## config.mk

```make
export PLATFORM = sky130hd
export DESIGN_NAME = contiguous_fit_allocator
export DESIGN_NICKNAME = d
export VERILOG_FILES = /design/src/hdl/cfa_pkg.sv /design/src/hdl/cfa_cell.sv /design/src/hdl/contiguous_fit_allocator.sv
export SDC_FILE = /design/constraint.sdc
export NUM_CORES = 1
export LEC_CHECK = 0
export BUFFER_PORTS_ARGS = -buffer_cell sky130_fd_sc_hd__buf_2
export CAP_MARGIN = 10
export CORE_UTILIZATION = 50
export CTS_BUF_LIST = sky130_fd_sc_hd__clkbuf_2 sky130_fd_sc_hd__clkbuf_4 sky130_fd_sc_hd__clkbuf_8
export DETAILED_ROUTE_END_ITERATION = 10
export PLACE_DENSITY = 0.76
export SLEW_MARGIN = 20
export SYNTH_ARGS = -nofsm -noshare
export SYNTH_HDL_FRONTEND = slang
export SYNTH_SLANG_ARGS = --single-unit
```

## constraint.sdc

```tcl
create_clock -name clk -period 5.73 [get_ports clk]
set_input_delay 0.8595 -clock clk [delete_from_list [all_inputs] [get_ports clk]]
set_output_delay 0.8595 -clock clk [all_outputs]
set_load 0.02 [all_outputs]
```

## src/hdl/cfa_pkg.sv

```systemverilog
`timescale 1ns / 1ps
package cfa_pkg;

	localparam int NUM_UNITS_DEF = 64;
	localparam int ID_BITS_DEF   = 8;

	localparam logic OP_ALLOC = 1'b0;
	localparam logic OP_FREE  = 1'b1;

	localparam logic [1:0] POL_BEST  = 2'd0;
	localparam logic [1:0] POL_WORST = 2'd1;
	localparam logic [1:0] POL_FIRST = 2'd2;
	localparam logic [1:0] POL_NONE  = 2'd3;

	localparam logic [1:0] ST_OK       = 2'd0;
	localparam logic [1:0] ST_NOFIT    = 2'd1;
	localparam logic [1:0] ST_NOTFOUND = 2'd2;
	localparam logic [1:0] ST_BAD      = 2'd3;

	typedef enum logic [2:0] {
		S_IDLE,
		S_SCAN,
		S_CLOSE,
		S_WRITE,
		S_RESP
	} cfa_state_t;

endpackage

```

## src/hdl/cfa_cell.sv

```systemverilog
`timescale 1ns / 1ps
module cfa_cell #(
	parameter int ID_BITS = cfa_pkg::ID_BITS_DEF
) (
	input  logic               clk,
	input  logic               arst_n,
	input  logic               shift,
	input  logic [ID_BITS-1:0] d,
	output logic [ID_BITS-1:0] q
);
	logic [ID_BITS-1:0] id_q;

	always_ff @(posedge clk or negedge arst_n) begin
		if (!arst_n) begin
			id_q <= '0;
		end else if (shift) begin
			id_q <= d;
		end
	end

	assign q = id_q;

endmodule

```

## src/hdl/contiguous_fit_allocator.sv

```systemverilog
`timescale 1ns / 1ps
// Contiguous fit allocator over a map of NUM_UNITS units, one owner id per unit.
// Input channel s_axis: one request per transfer (allocate with best, worst or
// first fit, or free by owner id). Output channel m_axis: one result per request
// with status, start unit and unit count.
// The map is a ring of cells that rotates one unit per cycle past a single
// controller. A request takes one rotation to find runs, a closing step, and
// for a successful request a second rotation to write or clear units. A failed
// search skips the second rotation and gives its result after the closing step;
// a bad request goes straight to its result with no rotation. The rotation
// length, one unit per cycle, sets the rate while the receiver keeps up; one
// request is in work at a time. s_axis_tready is high only while the block is
// idle.
// Reset clears the whole map to free at once and drops any pending result.
// When the receiver stalls, the result holds in the output register; the next
// request is taken and processed, and waits for its own result slot.
module contiguous_fit_allocator #(
	parameter int NUM_UNITS = cfa_pkg::NUM_UNITS_DEF,
	parameter int ID_BITS   = cfa_pkg::ID_BITS_DEF
) (
	input  logic        clk,
	input  logic        arst_n,
	input  logic        s_axis_tvalid,
	output logic        s_axis_tready,
	// operation[0], fit_policy[2:1], owner_id[10:3], request_size[17:11]
	input  logic [23:0] s_axis_tdata,
	output logic        m_axis_tvalid,
	input  logic        m_axis_tready,
	// status[1:0], start_unit[7:2], unit_count[14:8]
	output logic [15:0] m_axis_tdata
);
	import cfa_pkg::*;

	localparam int PW = (NUM_UNITS > 1) ? $clog2(NUM_UNITS) : 1;
	localparam int CW = $clog2(NUM_UNITS + 1);
	localparam int SW = (CW > 7) ? CW : 7;

	cfa_state_t state_q, state_d;

	logic [ID_BITS-1:0] ring [NUM_UNITS];
	logic [ID_BITS-1:0] head, tail;
	logic               shift;

	logic               op_q;
	logic [1:0]         pol_q;
	logic [ID_BITS-1:0] id_q;
	logic [6:0]         size_q;
	logic [PW-1:0]      pos_q;
	logic [PW-1:0]      run_start_q, pick_start_q;
	logic [CW-1:0]      run_len_q, pick_len_q;
	logic               found_q;
	logic [1:0]         res_status_q;
	logic [PW-1:0]      res_start_q;
	logic [6:0]         res_count_q;
	logic               out_valid_q;
	logic [1:0]         out_status_q;
	logic [5:0]         out_start_q;
	logic [6:0]         out_count_q;

	logic               in_op;
	logic [1:0]         in_pol;
	logic [7:0]         in_id;
	logic [6:0]         in_size;
	logic               bad_req;
	logic               last_pos;
	logic               close_fit, close_take;
	logic [SW-1:0]      wlen;
	logic [PW-1:0]      diff;
	logic               in_range;

	genvar k;
	generate
		for (k = 0; k < NUM_UNITS; k++) begin : g_cell
			if (k == NUM_UNITS - 1) begin : g_tail
				cfa_cell #(.ID_BITS(ID_BITS)) u_cell (
					.clk(clk), .arst_n(arst_n), .shift(shift), .d(tail), .q(ring[k])
				);
			end else begin : g_mid
				cfa_cell #(.ID_BITS(ID_BITS)) u_cell (
					.clk(clk), .arst_n(arst_n), .shift(shift), .d(ring[k+1]), .q(ring[k])
				);
			end
		end
	endgenerate

	assign head = ring[0];

	assign in_op   = s_axis_tdata[0];
	assign in_pol  = s_axis_tdata[2:1];
	assign in_id   = s_axis_tdata[10:3];
	assign in_size = s_axis_tdata[17:11];

	assign bad_req = (in_id == 8'd0) || ((16'(in_id) >> ID_BITS) != 16'd0) ||
		((in_op == OP_ALLOC) && ((in_size == 7'd0) || (in_pol == POL_NONE)));

	assign last_pos = (pos_q == PW'(NUM_UNITS - 1));

	assign close_fit = (run_len_q != '0) && (SW'(run_len_q) >= SW'(size_q));
	always_comb begin
		close_take = 1'b0;
		if (close_fit) begin
			if (!found_q) begin
				close_take = 1'b1;
			end else begin
				case (pol_q)
					POL_BEST:  close_take = run_len_q < pick_len_q;
					POL_WORST: close_take = run_len_q > pick_len_q;
					default:   close_take = 1'b0;
				endcase
			end
		end
	end

	assign wlen     = (op_q == OP_ALLOC) ? SW'(size_q) : SW'(pick_len_q);
	assign diff     = pos_q - pick_start_q;
	assign in_range = (pos_q >= pick_start_q) && (SW'(diff) < wlen);

	always_comb begin
		tail = head;
		if (state_q == S_WRITE && in_range) begin
			tail = (op_q == OP_ALLOC) ? id_q : '0;
		end
	end

	assign shift = (state_q == S_SCAN) || (state_q == S_WRITE);

	always_comb begin
		state_d = state_q;
		case (state_q)
			S_IDLE: begin
				if (s_axis_tvalid) state_d = bad_req ? S_RESP : S_SCAN;
			end
			S_SCAN: begin
				if (last_pos) state_d = S_CLOSE;
			end
			S_CLOSE: begin
				state_d = (found_q || close_take) ? S_WRITE : S_RESP;
			end
			S_WRITE: begin
				if (last_pos) state_d = S_RESP;
			end
			S_RESP: begin
				if (!out_valid_q || m_axis_tready) state_d = S_IDLE;
			end
			default: state_d = S_IDLE;
		endcase
	end

	always_ff @(posedge clk or negedge arst_n) begin
		if (!arst_n) begin
			state_q <= S_IDLE;
		end else begin
			state_q <= state_d;
		end
	end

	always_ff @(posedge clk or negedge arst_n) begin
		if (!arst_n) begin
			pos_q       <= '0;
			found_q     <= 1'b0;
			run_len_q   <= '0;
			out_valid_q <= 1'b0;
		end else begin
			if (state_q == S_RESP && (!out_valid_q || m_axis_tready)) begin
				out_valid_q <= 1'b1;
			end else if (m_axis_tready) begin
				out_valid_q <= 1'b0;
			end
			case (state_q)
				S_IDLE: begin
					if (s_axis_tvalid) begin
						op_q         <= in_op;
						pol_q        <= in_pol;
						id_q         <= ID_BITS'(in_id);
						size_q       <= in_size;
						pos_q        <= '0;
						found_q      <= 1'b0;
						run_len_q    <= '0;
						pick_len_q   <= '0;
						pick_start_q <= '0;
						res_status_q <= ST_BAD;
						res_start_q  <= '0;
						res_count_q  <= '0;
					end
				end
				S_SCAN: begin
					pos_q <= last_pos ? '0 : pos_q + 1'b1;
					if (op_q == OP_ALLOC) begin
						if (head == '0) begin
							if (run_len_q == '0) run_start_q <= pos_q;
							run_len_q <= run_len_q + 1'b1;
						end else begin
							if (close_take) begin
								found_q      <= 1'b1;
								pick_start_q <= run_start_q;
								pick_len_q   <= run_len_q;
							end
							run_len_q <= '0;
						end
					end else begin
						if (head == id_q) begin
							if (!found_q) begin
								found_q      <= 1'b1;
								pick_start_q <= pos_q;
								pick_len_q   <= CW'(1);
								run_len_q    <= CW'(1);
							end else if (run_len_q != '0) begin
								pick_len_q <= pick_len_q + 1'b1;
							end
						end else begin
							run_len_q <= '0;
						end
					end
				end
				S_CLOSE: begin
					if (op_q == OP_ALLOC && close_take) begin
						found_q      <= 1'b1;
						pick_start_q <= run_start_q;
						pick_len_q   <= run_len_q;
					end
					run_len_q   <= '0;
					res_start_q <= '0;
					res_count_q <= '0;
					if (op_q == OP_ALLOC) begin
						res_status_q <= ST_NOFIT;
					end else begin
						res_status_q <= ST_NOTFOUND;
					end
				end
				S_WRITE: begin
					pos_q <= last_pos ? '0 : pos_q + 1'b1;
					if (last_pos) begin
						res_status_q <= ST_OK;
						res_start_q  <= pick_start_q;
						res_count_q  <= (op_q == OP_ALLOC) ? size_q : 7'(pick_len_q);
					end
				end
				S_RESP: begin
					if (!out_valid_q || m_axis_tready) begin
						out_status_q <= res_status_q;
						out_start_q  <= 6'(res_start_q);
						out_count_q  <= res_count_q;
					end
				end
				default: ;
			endcase
		end
	end

	assign s_axis_tready = (state_q == S_IDLE);
	assign m_axis_tvalid = out_valid_q;
	assign m_axis_tdata  = {1'b0, out_count_q, out_start_q, out_status_q};

`ifndef SYNTHESIS
	a_write_found: assert property (@(posedge clk) disable iff (!arst_n)
		(state_q == S_WRITE) |-> found_q)
		else $error("write pass without a picked run");
	a_close_next: assert property (@(posedge clk) disable iff (!arst_n)
		(state_q == S_CLOSE) |=> (state_q == S_WRITE || state_q == S_RESP))
		else $error("bad state after close");
	a_scan_start: assert property (@(posedge clk) disable iff (!arst_n)
		(state_q == S_SCAN && $past(state_q) == S_IDLE) |-> (pos_q == '0))
		else $error("scan did not start at unit zero");
	a_write_start: assert property (@(posedge clk) disable iff (!arst_n)
		(state_q == S_WRITE && $past(state_q) == S_CLOSE) |-> (pos_q == '0))
		else $error("write pass misaligned");
`endif

endmodule

```

==> results of run 1 <==
area by class of cell:
class / instances / share of cell area (%)
Multi-Input combinational cell: 1800 / 29.2
Timing Repair Buffer: 56 / 1.49
Clock buffer: 144 / 6.83
Clock inverter: 27 / 0.903
Tap cell: 607 / 2.90
Inverter: 28 / 0.401
Antenna cell: 1 / 0.00955
Sequential cell: 597 / 58.3
layer usage:
metal	vias up	share of wire, %	track usage (%)
met5	-	0	0
met4	0	2.5	6.60
met3	84	3.5	3.71
met2	248	49	30.1
met1	7887	45	25.0
li1	7971	-	-
worst max-delay path by stage:
stage	slack (ns)	cells past startpoint	start	to
3_3_place_gp	2.37	5	state_q[2]$_DFFE_PN0P_	g_cell[10].g_mid.u_cell.q[1]$_DFFE_PN0P_
6_report	2.41	12	pos_q[1]$_DFFE_PN0P_	g_cell[63].g_tail.u_cell.q[0]$_DFFE_PN0P_
5_1_grt	2.17	12	pos_q[1]$_DFFE_PN0P_	g_cell[63].g_tail.u_cell.q[0]$_DFFE_PN0P_
4_1_cts	2.29	5	state_q[2]$_DFFE_PN0P_	g_cell[35].g_mid.u_cell.q[2]$_DFFE_PN0P_
3_5_place_dp	2.32	5	state_q[2]$_DFFE_PN0P_	g_cell[37].g_mid.u_cell.q[0]$_DFFE_PN0P_
2_1_floorplan	2.98	13	pos_q[1]$_DFFE_PN0P_	g_cell[63].g_tail.u_cell.q[5]$_DFFE_PN0P_
state kept, by name (all words and copies together), names as in the netlist:
signal and count:
found_q 1, g_cell.g_mid.u_cell.q 504, g_cell.g_tail.u_cell.q 8, id_q 8, m_axis_tvalid 1, op_q 1, out_count_q 7, out_start_q 6
out_status_q 2, pick_len_q 7, pick_start_q 6, pol_q 2, pos_q 6, res_count_q 7, res_start_q 6, res_status_q 2
run_len_q 7, run_start_q 6, size_q 7, state_q 3
kinds of logic after synthesis:
group | synth area share, %
XOR/XNOR | 0.633
flip-flops | 64.9
AO/OA/AOI/OAI | 2.42
AND/OR/NAND/NOR | 27.3
buffers and inverters | 2.73
adder cells (fa/ha/maj) | 1.63
multiplexers | 0.303
other | 0.0159
per-stage QoR:
step                utilization [%]  setup WS, ns  hold slack, ns
floorplan                         -          2.98           0.400
global placement               52.0          2.37           0.401
detailed placement             52.0          2.32           0.406
CTS                            56.3          2.29           0.165
global route                   56.4          2.17           0.203
finish                         56.4          2.41           0.202
power by group:
group	total [mW]	internal, mW	switching, mW
Sequential	4.90	4.66	0.237
Combinational	2.53	0.489	2.04
Clock	3.79	2.14	1.66
placed cells by master, fill, tap and decap left out, types with 17 or more instances in the layout:
master	n
nand2_1	1551
o21ai_0	32
clkbuf_4	31
nor2_1	26
clkinv_2	17
clkbuf_8	113
ha_1	29
dfrtp_1	530
buf_2	37
nand3_1	28
edfxtp_1	67
inv_1	27
a21oi_1	17
==> results_dict.tcl, run 1 <==
set metrics [dict create \
    outcome "finished, final reports clean" \
    synth_common_cells "1551 x nand2_1, 530 x dfrtp_1, 75 x clkbuf_1" \
    clock_skew_ns 0.0238 \
    clock_latency_ns 0.67 \
    worst_pin_slew_ns 1.09 \
    area_delta_synth_final_pct 11.3 \
    start_kind "register" \
    criticalPathCategory "reg2reg" \
    path_delay_family "compound AO/OA/AOI/OAI gates" \
    crit_arrival_ns 3.90 \
    n_fill_cell 3996 \
    root_buffer "clkbuf_8" \
    hold_class "in2async" \
    fp.dieH_microns 219 \
    syn_nets 2609 \
    vias 16200 \
    r2r-end "g_cell[63].g_tail.u_cell.q[0]$_DFFE_PN0P_" \
    crit_buf_inv 0 \
    avgSynthCellArea_sq_um 9.22 \
    grt_start_max_net_pins 260 \
    ys_ff_latch 597 \
    yosysSeqAreaShare_pct 64.9 \
    synth_area_leaders "dfrtp_1 56%, nand2_1 25%, edfxtp_1 8.6%" \
    yosysWarnings 0 \
    synth.most_common_cell "nand2_1" \
    synth_ff_type "dfrtp_1" \
    overflow 0 \
    grt_usage_pct 18.6 \
    hpwl_microns 24200 \
    grt_pass1_vias 16100 \
    crit_slowest_cell "dfrtp_1" \
    ant_nets 0 \
    ff2ff_path_depth 12 \
    clockBufferDepth 3 \
    fp.coreArea_sq_um 46500 \
    instances_no_fill 3260 \
    cts_tree "built" \
    p_per_area_nw_per_um2 428 \
    dr.first_iter.drc_count 1202 \
    wl_microns 42400 \
    antenna_found_initial 1 \
    synth_cell_type_count 52 \
    final_area_sq_um 26200 \
    synth_top_area_share_pct 56.4 \
    crit_path_end_kind "register" \
    viasPerCell 4.97 \
    async_reset_ff_share_pct 88.8 \
    finalWorstPathRequiredPeriod_ns 3.32 \
    finalNetCount 2634 \
    finalMaxSlewViolations 0 \
    firstDrtPassIters 5 \
    maxSlewHeadroom_pct 27.5 \
    min_period_over_period_pct 57.9 \
    multiInputGateArea_sq_um 7640 \
    drive_above_1_share_pct 9.16 \
    r2r_setup_slack_ns 2.41 \
    netlist_instances 2551 \
    synth_edf_count 67 \
    peakVddDrop_mv 0.704 \
    seqCellArea_sq_um 15300 \
    clk_pin_slew_ns 0.06 \
    htree_levels 3 \
    die-area_sq_um 47900 \
    crit_chain "ha_1, a21o_1, a21oi_1, o21bai_1, a21oi_1, xnor2_1, ha_1, a21o_1, a211oi_1, o211ai_2, nand3b_1, nand3_1" \
    max_cap_violations 0 \
    start_util_pct 50.6 \
    grt_pass1_wl_microns 74200 \
    cts_setup_buffers 0 \
    drcViolationCount 0 \
    final_hold_viol_count 0 \
    gp_congestion 0.807 \
    post_dp_cell_area_sq_um 24100 \
    netlist_area_sq_um 23500 \
    tns_ns 0 \
    grt_setup_unrepaired "false" \
    fmax_mhz 302 \
    reg2reg_from "pos_q[1]$_DFFE_PN0P_" \
    dp_cells 3087 \
    hold_buffers 0 \
    setup_viol 0 \
    crit_path_max_incr_delay_ns 0.47 \
    fp.dieW_microns 219 \
    cts.sinks 597 \
    wl_per_cell_microns 13.0 \
    worst_ep_required_time_ns 6.31 \
    yosysTopAreaCell "dfrtp_1" \
    io_pins 46 \
    power_mw 11.2 \
    cts_buffers 93 \
    cts_resized 0 \
    port_buffers 38 \
    crit_path_max_fanout 16 \
    power_leakage_nw 14.5 \
    rows 79 \
]
Note: power is estimated with default switching activity, not from simulation.
==> run 2: changes to the inputs <==
clock period = 3.09 ns   (was 5.73 ns; I/O delays follow)
==> run 2 against run 1 <==
Clock skew shrank 0.0038 ns. Critical path depth is 2 higher. Clock power rose by 81%. Design area is 1.2% higher. Worst setup slack got worse by 2.3 ns. Combinational power increased by 100%. Critical path type unchanged. Largest cell class unchanged. Highest routed layer unchanged.
==> results_dict.tcl, run 2 (synthesis gave the netlist of run 1 again) <==
set metrics [dict create \
    outcome "finished, final reports clean" \
    dp_cells 3094 \
    crit_path_max_incr_delay_ns 0.37 \
    finalWorstPathRequiredPeriod_ns 2.96 \
    fp.dieH_microns 219 \
    hold_depth 4 \
    port_buffers 38 \
    drcViolationCount 0 \
    max_cap_violations 0 \
    crit_arrival_ns 3.55 \
    wl_per_cell_microns 13.3 \
    clk_pin_slew_ns 0.06 \
    clock_skew_ns 0.0201 \
    setup_viol 0 \
    finalNetCount 2663 \
    firstDrtPassIters 5 \
    vias 16400 \
    maxSlewHeadroom_pct 25.3 \
    ant_nets 0 \
    path_delay_family "compound AO/OA/AOI/OAI gates" \
    area_delta_synth_final_pct 12.7 \
    n_fill_cell 4037 \
    ff2ff_path_depth 14 \
    r2r_setup_slack_ns 0.13 \
    hold_start "s_axis_tvalid" \
    wl_microns 43700 \
    root_buffer "clkbuf_8" \
    die-area_sq_um 47900 \
    cts_tree "built" \
    worst_pin_slew_ns 1.11 \
    crit_chain "inv_2, ha_1, a21o_1, a21oi_2, o21bai_1, a21oi_1, xnor2_1, ha_1, a21o_1, a211oi_4, buf_4, o211ai_4, nand3b_1, nand3_1" \
    clock_latency_ns 0.66 \
    rows 79 \
    overflow 0 \
    hpwl_microns 24600 \
    crit_slowest_cell "edfxtp_1" \
    grt_pass1_vias 16300 \
    fp.coreArea_sq_um 46500 \
    fp.dieW_microns 219 \
    clockBufferDepth 3 \
    finalMaxSlewViolations 0 \
    fmax_mhz 337 \
    instances_no_fill 3288 \
    grt_start_max_net_pins 208 \
    final_common_cell "nand2_1" \
    reg2reg_from "pick_start_q[1]$_DFFE_PP_" \
    htree_levels 3 \
    io_pins 46 \
    grt_usage_pct 18.8 \
    r2r-end "g_cell[63].g_tail.u_cell.q[7]$_DFFE_PN0P_" \
    crit_buf_inv 2 \
    drive_above_1_share_pct 9.48 \
    largest_reg_flops 504 \
    hold_end "found_q$_DFFE_PN0P_" \
    cts_buffers 94 \
    crit_path_max_fanout 8 \
    cts.sinks 597 \
    final_cell_mix "1551 x nand2_1, 530 x dfrtp_1, 116 x clkbuf_8, 67 x edfxtp_1" \
    start_kind "register" \
    dr.first_iter.drc_count 1207 \
    hold_class "in2reg" \
    start_util_pct 50.6 \
    gp_congestion 0.863 \
    power_leakage_nw 14.7 \
    peakVddDrop_mv 0.805 \
    tns_ns 0 \
    p_per_area_nw_per_um2 792 \
    worst_ep_required_time_ns 3.67 \
    min_period_over_period_pct 95.9 \
    crit_path_end_kind "register" \
    viasPerCell 5.00 \
    antenna_found_initial 1 \
    criticalPathCategory "reg2reg" \
    grt_pass1_wl_microns 75200 \
    final_hold_viol_count 0 \
]
-- run 2: cell types whose count changed in the layout (fill, tap and decap cells not counted), sizes merged --
| cell | before | now |
|---|---|---|
| buf | 56 | 64 |
| clkbuf | 144 | 153 |
| clkinv | 18 | 14 |
| o211ai | 1 | 2 |
| dlygate4sd3 | 0 | 19 |
| bufinv | 3 | 0 |
| inv | 32 | 30 |
-- run 2: worst max path at each step --
stage	cells past startpoint	slack [ns]	to	startpoint
2_1_floorplan	13	0.34	g_cell[63].g_tail.u_cell.q[5]$_DFFE_PN0P_	pos_q[1]$_DFFE_PN0P_
3_3_place_gp	13	0.1	g_cell[63].g_tail.u_cell.q[3]$_DFFE_PN0P_	pick_start_q[1]$_DFFE_PP_
3_5_place_dp	13	0.02	g_cell[63].g_tail.u_cell.q[4]$_DFFE_PN0P_	pick_start_q[1]$_DFFE_PP_
4_1_cts	13	0.02	g_cell[63].g_tail.u_cell.q[2]$_DFFE_PN0P_	pick_start_q[1]$_DFFE_PP_
5_1_grt	14	-0.05	g_cell[63].g_tail.u_cell.q[3]$_DFFE_PN0P_	pick_start_q[1]$_DFFE_PP_
6_report	14	0.13	g_cell[63].g_tail.u_cell.q[7]$_DFFE_PN0P_	pick_start_q[1]$_DFFE_PP_
-- run 2: layer usage --
| layer | routed length, microns | GRT usage [%] | vias to the layer above | share of wire, % |
|---|---|---|---|---|
| li1 | - | - | 8045 | - |
| met2 | 21200 | 30.5 | 251 | 48 |
| met4 | 962 | 6.57 | 0 | 2.2 |
| met5 | 0 | 0 | - | 0 |
| met3 | 1730 | 3.94 | 78 | 3.9 |
| met1 | 19900 | 25.3 | 8053 | 45 |
-- run 2: layout make-up --
cell class                      instances  area, sq um  share of cell area, %
Tap cell                              607          759                   2.86
Clock inverter                         18          116                  0.439
Multi-Input combinational cell       1801         7700                   29.0
Timing Repair Buffer                   83          686                   2.59
Clock buffer                          153         1870                   7.07
Inverter                               28          105                  0.396
Sequential cell                       597        15300                   57.6
Antenna cell                            1         2.50                0.00944
-- run 2: repair_timing --
action,in CTS,in global routing
gates cloned,0,1
buffers inserted,0,2
setup endpoints to repair,7,8
pin swaps,0,2
hold buffers,19,0
hold endpoints to repair,47,0
gates resized for setup,1,7
-- run 2: power by group --
| group | internal, mW | leakage [nW] | total, mW | switching (mW) |
|---|---|---|---|---|
| clock | 3.85 | 1.07 | 6.87 | 3.03 |
| combinational | 1.06 | 5.58 | 5.07 | 4.01 |
| sequential | 8.65 | 8.00 | 9.06 | 0.410 |
| total | 13.6 | 14.7 | 21.0 | 7.45 |
-- run 2: tightest hold or removal path, cell delays in order --
cell	delay (ns)
buf_2	0.14
nand2_1	0.08
nand2_1	0.06
o31ai_1	0.06
-- run 2: stage by stage --
stage / setup slack, ns / utilization [%] / area, sq um / total power [mW] / hold slack (ns)
CTS: 0.0158 / 56.9 / 26400 / 21.0 / 0.131
floorplan: 0.344 / - / 23500 / 12.8 / 0.168
global placement: 0.0951 / 52.2 / 24300 / 13.9 / 0.389
global route: -0.0454 / 57.1 / 26500 / 22.2 / 0.177
finish: 0.126 / 57.1 / 26500 / 21.0 / 0.194
detailed placement: 0.0230 / 52.2 / 24300 / 14.0 / 0.395
==> run 3: changes to the inputs <==
clock period = 2.94 ns   (was 3.09 ns; I/O delays follow)
==> run 3 against run 2 <==
Critical path depth shrank 1. Sequential cell count did not move. Highest routed layer unchanged. Combinational power rose by 3%.
==> results_dict.tcl, run 3 (synthesis gave the netlist of run 1 again) <==
set metrics [dict create \
    setup_slack_ns 0.151 \
    num_antenna_cells 0 \
    final_core_util_pct 57.1 \
    criticalPathCategory "reg2reg" \
    drive_above_1_share_pct 9.44 \
    cts_setup_buffers 0 \
    viasPerCell 4.99 \
    wl_microns 43000 \
    ff2ff_path_depth 13 \
    drcViolationCount 0 \
    clock_skew_ns 0.0239 \
    start_util_pct 50.6 \
    crit_path_end_kind "register" \
    grt_pass1_vias 16800 \
    port_buffers 38 \
    crit_path_max_incr_delay_ns 0.38 \
    fp.dieH_microns 219 \
    fp.coreArea_sq_um 46500 \
    final_cell_mix "1551 x nand2_1, 530 x dfrtp_1, 115 x clkbuf_8, 67 x edfxtp_1, 37 x buf_2" \
    start_kind "register" \
    drt-met1-wl_microns 19600 \
    overflow 0 \
    hold_class "in2reg" \
    htree_levels 3 \
    fp.dieW_microns 219 \
    tns_ns 0 \
    maxSlewHeadroom_pct 39.6 \
    clk_pin_slew_ns 0.06 \
    min_period_over_period_pct 94.9 \
    cts_tree "built" \
    clockBufferDepth 3 \
    crit_buf_inv 1 \
    gp_congestion 0.843 \
    crit_path_max_fanout 16 \
    firstDrtPassIters 5 \
    dr.first_iter.drc_count 1333 \
    whs_ns 0.194 \
    route.met3.wl_microns 1500 \
    antenna_found_initial 0 \
    dr.max_layer_used "met4" \
    fmax_mhz 359 \
    cp.depth 13 \
    wl_per_cell_microns 13.1 \
    ant_nets 0 \
    grt_usage_pct 19.0 \
    vias 16400 \
    crit_arrival_ns 3.37 \
    max_cap_violations 0 \
    crit_chain "ha_1, a21o_1, a21oi_2, o21bai_1, a21oi_1, xnor2_1, ha_1, a21o_1, a211oi_2, o211ai_2, buf_12, nand3b_1, nand3_1" \
    final_hold_viol_count 0 \
    io_pins 46 \
    hold_depth 3 \
    finalWorstPathRequiredPeriod_ns 2.79 \
    cts_buffers 94 \
    dpl_worst_slack_ns 0.00646 \
    die-area_sq_um 47900 \
    final_common_cell "nand2_1" \
    area_delta_synth_final_pct 12.7 \
    clock_latency_ns 0.66 \
    grt_start_max_net_pins 166 \
    p_per_area_nw_per_um2 828 \
    worst_pin_slew_ns 0.906 \
    grt_setup_unrepaired "false" \
    met2WireLength_microns 21100 \
    cts.sinks 597 \
    worst_ep_required_time_ns 3.52 \
    rows 79 \
    setup_viol 0 \
    path_delay_family "compound AO/OA/AOI/OAI gates" \
    outcome "finished, final reports clean" \
    crit_slowest_cell "dfrtp_1" \
    hpwl_microns 25400 \
    largest_reg_flops 504 \
    power_leakage_nw 14.7 \
    finalMaxSlewViolations 0 \
    grt_pass1_wl_microns 76100 \
    finalNetCount 2670 \
    root_buffer "clkbuf_8" \
    peakVddDrop_mv 1.19 \
]
## run 3: cell type report
class	instances	area [sq um]
multi-input combinational	1800	7640
timing repair buffer	91	746
clock buffer	145	1810
inverter	28	105
sequential	597	15300
fill	3932	19900
tap	607	759
clock inverter	20	178
## run 3: worst reg2reg max path: stages (launching register included)
cell      delay [ns]
dfrtp_1         0.38
ha_1            0.31
a21o_1          0.17
a21oi_2         0.16
o21bai_1        0.08
a21oi_1         0.17
xnor2_1         0.14
ha_1            0.26
a21o_1          0.19
a211oi_2        0.22
o211ai_2        0.19
buf_12          0.19
nand3b_1        0.16
nand3_1         0.12
## run 3: repair_timing
action	CTS	global route
pin swaps	1	2
endpoints found under the setup margin	4	8
hold endpoints to repair	46	0
gates cloned	0	0
resized for setup	0	2
hold buffers	19	0
## run 3: power by group
group	leakage (nW)	internal, mW	switching, mW
combinational	5.61	1.14	4.06
clock	1.06	4.10	3.15
sequential	8.00	9.09	0.433
total	14.7	14.3	7.64
## run 3: metrics by stage
step           std cells  cell area [sq um]  total power, mW
3_5_place_dp        3104              24300             14.9
6_report            3288              26500             22.0
5_1_grt             3288              26500             23.3
3_3_place_gp        3104              24300             14.8
2_1_floorplan       2551              23500             13.5
4_1_cts             3288              26500             22.2
## run 3: routing by layer
layer | track usage, % | vias up
met5 | 0 | -
met4 | 5.63 | 0
met3 | 3.77 | 71
met2 | 31.7 | 233
met1 | 25.3 | 8064
li1 | - | 8034
## run 3: path summary, 6_finish.rpt
path	slack, ns	startpoint	endpoint
min in group asynchronous	0.29	arst_n	g_cell[22].g_mid.u_cell.q[5]$_DFFE_PN0P_
max in group asynchronous	1.45	arst_n	g_cell[44].g_mid.u_cell.q[4]$_DFFE_PN0P_
setup / recovery	0.15	pos_q[1]$_DFFE_PN0P_	g_cell[63].g_tail.u_cell.q[7]$_DFFE_PN0P_
setup reg to reg	0.15	pos_q[1]$_DFFE_PN0P_	g_cell[63].g_tail.u_cell.q[7]$_DFFE_PN0P_
hold / removal	0.19	m_axis_tready	m_axis_tvalid$_DFFE_PN0P_
hold reg to reg	0.42	res_status_q[0]$_DFFE_PP_	out_status_q[0]$_DFFE_PP_
